File: src/hdl/stpt_pkg.sv
`timescale 1ns / 1ps
`default_nettype none

package stpt_pkg;

    // table geometry
    localparam int NEURONS = 1024;
    localparam int ADDR_W  = (NEURONS > 1) ? $clog2(NEURONS) : 1;
    localparam int CNT_W   = $clog2(NEURONS + 1);

    // unsigned fixed point, 24 fraction bits, 1.0 included
    localparam int Q_W    = 25;
    localparam int Q_FRAC = 24;
    localparam int PROD_W = 2 * Q_W;

    typedef logic [Q_W-1:0] q_t;

    localparam q_t Q_ONE = q_t'(1) << Q_FRAC;

    // register reset values
    localparam q_t UJUMP_RST   = q_t'(167772);
    localparam q_t RECOVER_RST = q_t'(8389);
    localparam q_t FACIL_RST   = q_t'(1678);

    // request codes
    localparam logic [1:0] ACT_SPIKE = 2'd0;
    localparam logic [1:0] ACT_TICK  = 2'd1;
    localparam logic [1:0] ACT_INIT  = 2'd2;

    // register indexes
    localparam logic [1:0] REG_UJUMP   = 2'd0;
    localparam logic [1:0] REG_RECOVER = 2'd1;
    localparam logic [1:0] REG_FACIL   = 2'd2;

    typedef enum logic [1:0] {
        ST_IDLE,
        ST_SPIKE,
        ST_TICK,
        ST_FILL
    } state_t;

    typedef enum logic {
        OP_SPIKE,
        OP_TICK
    } calc_op_t;

    // clamp to 1.0
    function automatic q_t qsat(input logic [Q_W:0] v);
        qsat = (v > {1'b0, Q_ONE}) ? Q_ONE : v[Q_W-1:0];
    endfunction

endpackage

`default_nettype wire

File: src/hdl/stpt_calc.sv
`timescale 1ns / 1ps
`default_nettype none

module stpt_calc (
    input  var stpt_pkg::calc_op_t op,
    input  var stpt_pkg::q_t       x_in,
    input  var stpt_pkg::q_t       u_in,
    input  var stpt_pkg::q_t       ujump,
    input  var stpt_pkg::q_t       recover_rate,
    input  var stpt_pkg::q_t       facil_rate,
    output var stpt_pkg::q_t       x_out,
    output var stpt_pkg::q_t       u_out,
    output var stpt_pkg::q_t       eff
);
    import stpt_pkg::*;

    q_t                xs;
    q_t                us;
    logic              u_below;
    q_t                d;
    q_t                a1;
    q_t                b1;
    q_t                a2;
    q_t                b2;
    logic [PROD_W-1:0] prod_a;
    logic [PROD_W-1:0] prod_b;
    q_t                pa;
    q_t                pb;

    // clamp the stored values
    assign xs = qsat({1'b0, x_in});
    assign us = qsat({1'b0, u_in});

    // distance of u from its relaxation target
    assign u_below = (ujump >= us);
    assign d       = u_below ? (ujump - us) : (us - ujump);

    // operand selection for the two shared multipliers
    always_comb
    begin
        if (op == OP_SPIKE)
        begin
            a1 = xs;
            b1 = us;
            a2 = ujump;
            b2 = Q_ONE - us;
        end
        else
        begin
            a1 = Q_ONE - xs;
            b1 = recover_rate;
            a2 = d;
            b2 = facil_rate;
        end
    end

    // truncating products, operands never above 1.0
    assign prod_a = PROD_W'(a1) * PROD_W'(b1);
    assign prod_b = PROD_W'(a2) * PROD_W'(b2);
    assign pa     = prod_a[Q_FRAC+Q_W-1:Q_FRAC];
    assign pb     = prod_b[Q_FRAC+Q_W-1:Q_FRAC];

    // new state and efficacy
    always_comb
    begin
        eff = qsat({1'b0, pa});
        if (op == OP_SPIKE)
        begin
            x_out = (pa > xs) ? '0 : (xs - pa);
            u_out = qsat({1'b0, us} + {1'b0, pb});
        end
        else
        begin
            x_out = qsat({1'b0, xs} + {1'b0, pa});
            if (u_below)
            begin
                u_out = qsat({1'b0, us} + {1'b0, pb});
            end
            else
            begin
                u_out = (pb > us) ? '0 : (us - pb);
            end
        end
    end

endmodule

`default_nettype wire

File: config.mk
export PLATFORM = sky130hd
export DESIGN_NAME = stpt_calc
export DESIGN_NICKNAME = d
export VERILOG_FILES = /design/src/hdl/stpt_pkg.sv /design/src/hdl/stpt_calc.sv
export SDC_FILE = /design/constraint.sdc
export NUM_CORES = 2
export LEC_CHECK = 0
export BUFFER_PORTS_ARGS = -buffer_cell sky130_fd_sc_hd__buf_2
export CAP_MARGIN = 20
export CELL_PAD_IN_SITES_DETAIL_PLACEMENT = 0
export CELL_PAD_IN_SITES_GLOBAL_PLACEMENT = 1
export CORE_ASPECT_RATIO = 0.5
export CORE_MARGIN = 2
export CORE_UTILIZATION = 54
export DETAILED_ROUTE_END_ITERATION = 10
export GPL_ROUTABILITY_DRIVEN = 0
export PLACE_DENSITY_LB_ADDON = 0.1
export SYNTH_ARGS = -nofsm -noshare
export SYNTH_HDL_FRONTEND = slang
export SYNTH_SLANG_ARGS = --single-unit
File: constraint.sdc
create_clock -name vclk -period 36.1
set_clock_uncertainty 0.15 [all_clocks]
set_input_delay 7.22 -clock vclk [all_inputs]
set_output_delay 7.22 -clock vclk [all_outputs]
set_load 0.05 [all_outputs]
# Word level (Yosys, flattened, before mapping)

Index checks and enable logic that the tools add are counted.

Input bits: 126
Flip-flop bits (word level): 0
Logic and storage cells: 33
Output and inout port bits: 75

$lt $le $gt $ge: 8
Mux-type cells: 15
Add/sub/neg operators: 8
$mul: 2

Operator list:

| kind                     | count |
|---|---|
| $mux W25                 | 15 |
| $sub A25 B25 Y25         | 4 |
| $mul A25 B25 Y49         | 2 |
| $gt A25 B25 Y1 const B   | 3 |
| $add A25 B25 Y26         | 2 |
| $gt A26 B25 Y1 const B   | 2 |
| $gt A25 B25 Y1           | 2 |
| $sub A25 B25 Y25 const A | 2 |
| $ge A25 B25 Y1           | 1 |

# Logic depth before layout (Yosys ltp)

Depth in word-level cells: 11
Depth in mapped cells: 66
Depth with buffers taken out: 60

# Worst setup path after synthesis

No wires, ideal clock.

Kind: input port to output port
From: input port u_in[6]
To: output port u_out[23]
Data arrival time: 21.704 ns
Slack: 7.026 ns
Path buffers: 4
Required time: 28.730 ns
Cell stages on the path: 61
Path through: or4_1 -> nor4_2 -> nand3_1 -> nor2_1 -> nand2_1 -> o21ai_2 -> buf_2 -> nand2_1 -> inv_1 -> ha_1 -> and2_1 -> a221oi_2 -> a21oi_1 -> o211ai_1 -> nand2_2 -> o311ai_0 -> nand2_1 -> a32oi_1 -> [... 25 more ...] -> a21oi_1 -> xnor2_1 -> ha_1 -> fa_1 -> a21o_1 -> a21o_1 -> a211oi_2 -> o21a_1 -> o31a_1 -> o211ai_1 -> a2111o_1 -> nor3_1 -> nand4_1 -> a21oi_2 -> buf_4 -> buf_6 -> nand2_1 -> a32oi_1

Longest elaborated chain between the ends: 11
Elaborated cells on any way between the ends: 18
Those cells by class: 5 x add/sub; 1 x mul; 4 x order compare; 8 x mux

RTL lines:

| element                                                   | RTL line                         | RTL |
|---|---|---|
| from (decl)                                               | stpt_calc.sv:7                   | `input var stpt_pkg::q_t u_in,` |
| $gt A25 B25 Y1                                            | stpt_pkg.sv:49                   | `qsat = (v > {1'b0, Q_ONE}) ? Q_ONE : v[Q_W-1:0];` |
| $mux W25 *                                                | stpt_pkg.sv:49                   |  |
| $sub A25 B25 Y25 / $ge A25 B25 Y1 (equally long branches) | stpt_calc.sv:36, stpt_calc.sv:35 |  |
| $mux W25                                                  | stpt_calc.sv:36                  | `assign d = u_below ? (ujump - us) : (us - ujump);` |
| $mux W25                                                  | stpt_calc.sv:41                  | `if (op == OP_SPIKE)` |
| $mul A25 B25 Y49                                          | stpt_calc.sv:59                  | `assign prod_b = PROD_W'(a2) * PROD_W'(b2);` |
| $add A25 B25 Y26                                          | stpt_calc.sv:70, stpt_calc.sv:77 |  |
| $gt A26 B25 Y1                                            | stpt_pkg.sv:49                   |  |
| $mux W25                                                  | stpt_pkg.sv:49                   |  |
| $mux W25                                                  | stpt_calc.sv:75                  | `if (u_below)` |
| $mux W25 *                                                | stpt_calc.sv:67                  | `if (op == OP_SPIKE)` |
| to (decl)                                                 | stpt_calc.sv:12                  | `output var stpt_pkg::q_t u_out,` |

Every way passes the cells marked *; elsewhere a longest branch is shown, timed or not.

# Worst setup path after layout

From: input port u_in[6]
To: output port u_out[13]

The elaborated chain is that of the path after synthesis.

==> results.toml <==
[outcome]
status = "finished, final reports clean"

[worst_setup_path]
critPathLaunchType = "input pin"
critical_path.slowest_cell = "a21oi_1"
critPathArrivalTime_ns = 25.01
max_stage_delay_ns = 0.68
path_max_fanout = 42
critPathRequiredTime_ns = 28.73
critPathKind = "in2out"
critPathLaunch = "u_in[6]"
setup.worst_path.end_class = "primary output"
cp_common_cell = "fa_1"

[global_route]
grt_max_degree = 99
grt_antenna_before_repair = 14
grt_usage_pct = 37.4
grt_pass1_wl_mm = 269
grt_overflow = 0
grt_pass1_vias = 46400

[floorplanning]
start_util_pct = 54.5
ios = 201
dieWidth_um = 432
coreArea_um2 = 90700
die_height_um = 218
row_count = 78
design.die.area_um2 = 94100

[yosys]
synth_cells = 6146
synth_largest_area_cell = "fa_1"
netlist_area_um2 = 49400
syn_area_per_cell_um2 = 8.04
synth_fp_nets = 7832
yosys_warnings = 0
seq_area_frac_synth_pct = 0
synthDominantCellAreaShare_pct = 42.7
synth.area.top_cells = "fa_1 (43%), ha_1 (13%), inv_1 (9.8%)"
ys_types = 112

[drt]
drt_iter0_drc = 3749
wl_per_cell_um = 23.1
ant_nets = 0
drc = 0
drt_first_pass_iters = 7
routed_wirelength_mm = 172
vias = 43700
vias_per_cell = 5.88

[cells_and_area]
final_common_cell = "inv_1"
fillerInstances = 8607
nClkBuffers = 0
final_cell_mix = "inv_1 (1296), fa_1 (1054), nand2_1 (841)"
syn_to_final_growth_pct = 5.47
nFlopsAndLatches = 0
final-seq-area_um2 = 0
fin_nets = 7899
instances_no_fill = 7426
drive_gt1_share_pct = 7.74

[placement]
dp_slack_ns = 4.31
post-place-cells = 7407
port_buffers = 201
post-dp-hpwl_mm = 138

[timing]
hold_violations = 0
slew-limit-headroom_pct = 19.6
layout_min_cycle_time_ns = 32.38
slew_viol_final = 0
tightest_slew_ns = 1.21
max_freq_ghz = 0.0309
tns_ns = 0
setup_viol = 0
fin_crit_sh_pct = 89.7
rsz0062_at_grt = "no"
layout_setup_ws_ns = 3.72

[clock_tree]
cts_setup_buffers = 0
ctsResizeCount = 0
hold_buffers = 0

[hold_path]
hold_path_class = "in2out"
hold_start = "x_in[1]"

[job]
drv_cap = 0
-- worst max-delay path: cells and delay by family --
kind / cells / cell delay, ns
simple gates: 15 / 4.20
fa+ha+maj: 10 / 4.60
buf+inv: 9 / 1.48
compound gates: 23 / 7.07
xor+xnor: 2 / 0.37
-- per-stage QoR --
| stage | utilization [%] | hold slack [ns] | instance area, um^2 |
|---|---|---|---|
| finish | 57.5 | 15.11 | 52100 |
| global route | 57.5 | 15.14 | 52100 |
| CTS | 57.4 | 15.12 | 52000 |
| detailed placement | 57.4 | 15.11 | 52000 |
| global placement | 57.4 | 15.11 | 52000 |
| floorplan | - | 14.73 | 49400 |
-- logic make-up (layout without fill, tap and decap cells) --
group,Yosys count,after routing,share of synthesized area [%]
AND/OR/NAND/NOR,1908,1908,16.3
multiplexers,36,36,0.754
AO/OA/AOI/OAI,906,906,12.3
adder cells (fa/ha/maj),1560,1560,55.5
other,0,15,0
XOR/XNOR,160,160,2.91
buffers and inverters,1576,1641,12.3
-- cells in the mapped netlist (all sizes together) (15+ instances only) --
master,count
o21bai,41
nor2,699
nand4,31
ha,506
nor4,22
nand3,35
clkbuf,197
buf,80
mux2i,26
nor3,43
xor2,48
a22oi,16
a21o,94
a21oi,269
nand2b,62
or2,17
a211oi,19
inv,1298
o21ai,188
o21a,34
o31ai,17
o211ai,18
nand2,842
a221oi,17
a21boi,15
and3,23
and2,50
xnor2,110
fa,1054
a31oi,32
nor2b,48
-- final cells by class --
cell class	instances	area [um^2]	share of cell area (%)
inverter	1298	4870	9.35
tap	1200	1500	2.88
antenna	15	37.5	0.0720
timing repair buffer	343	2120	4.06
multi-input combinational	4570	43600	83.6
-- per-layer routing --
layer | share of wire [%] | track usage, %
met1 | 38 | 46.4
met2 | 46 | 61.5
met5 | 0.0076 | 0
met4 | 8.0 | 24.3
met3 | 8.0 | 5.11
-- final timing paths --
| kind | end | cells past startpoint | slack [ns] |
|---|---|---|---|
| min | x_out[1] | 5 | 15.11 |
| max | u_out[13] | 59 | 3.72 |
Power is not shown: default switching activity piles up to over one toggle a cycle in this logic, so the estimate is an artifact.
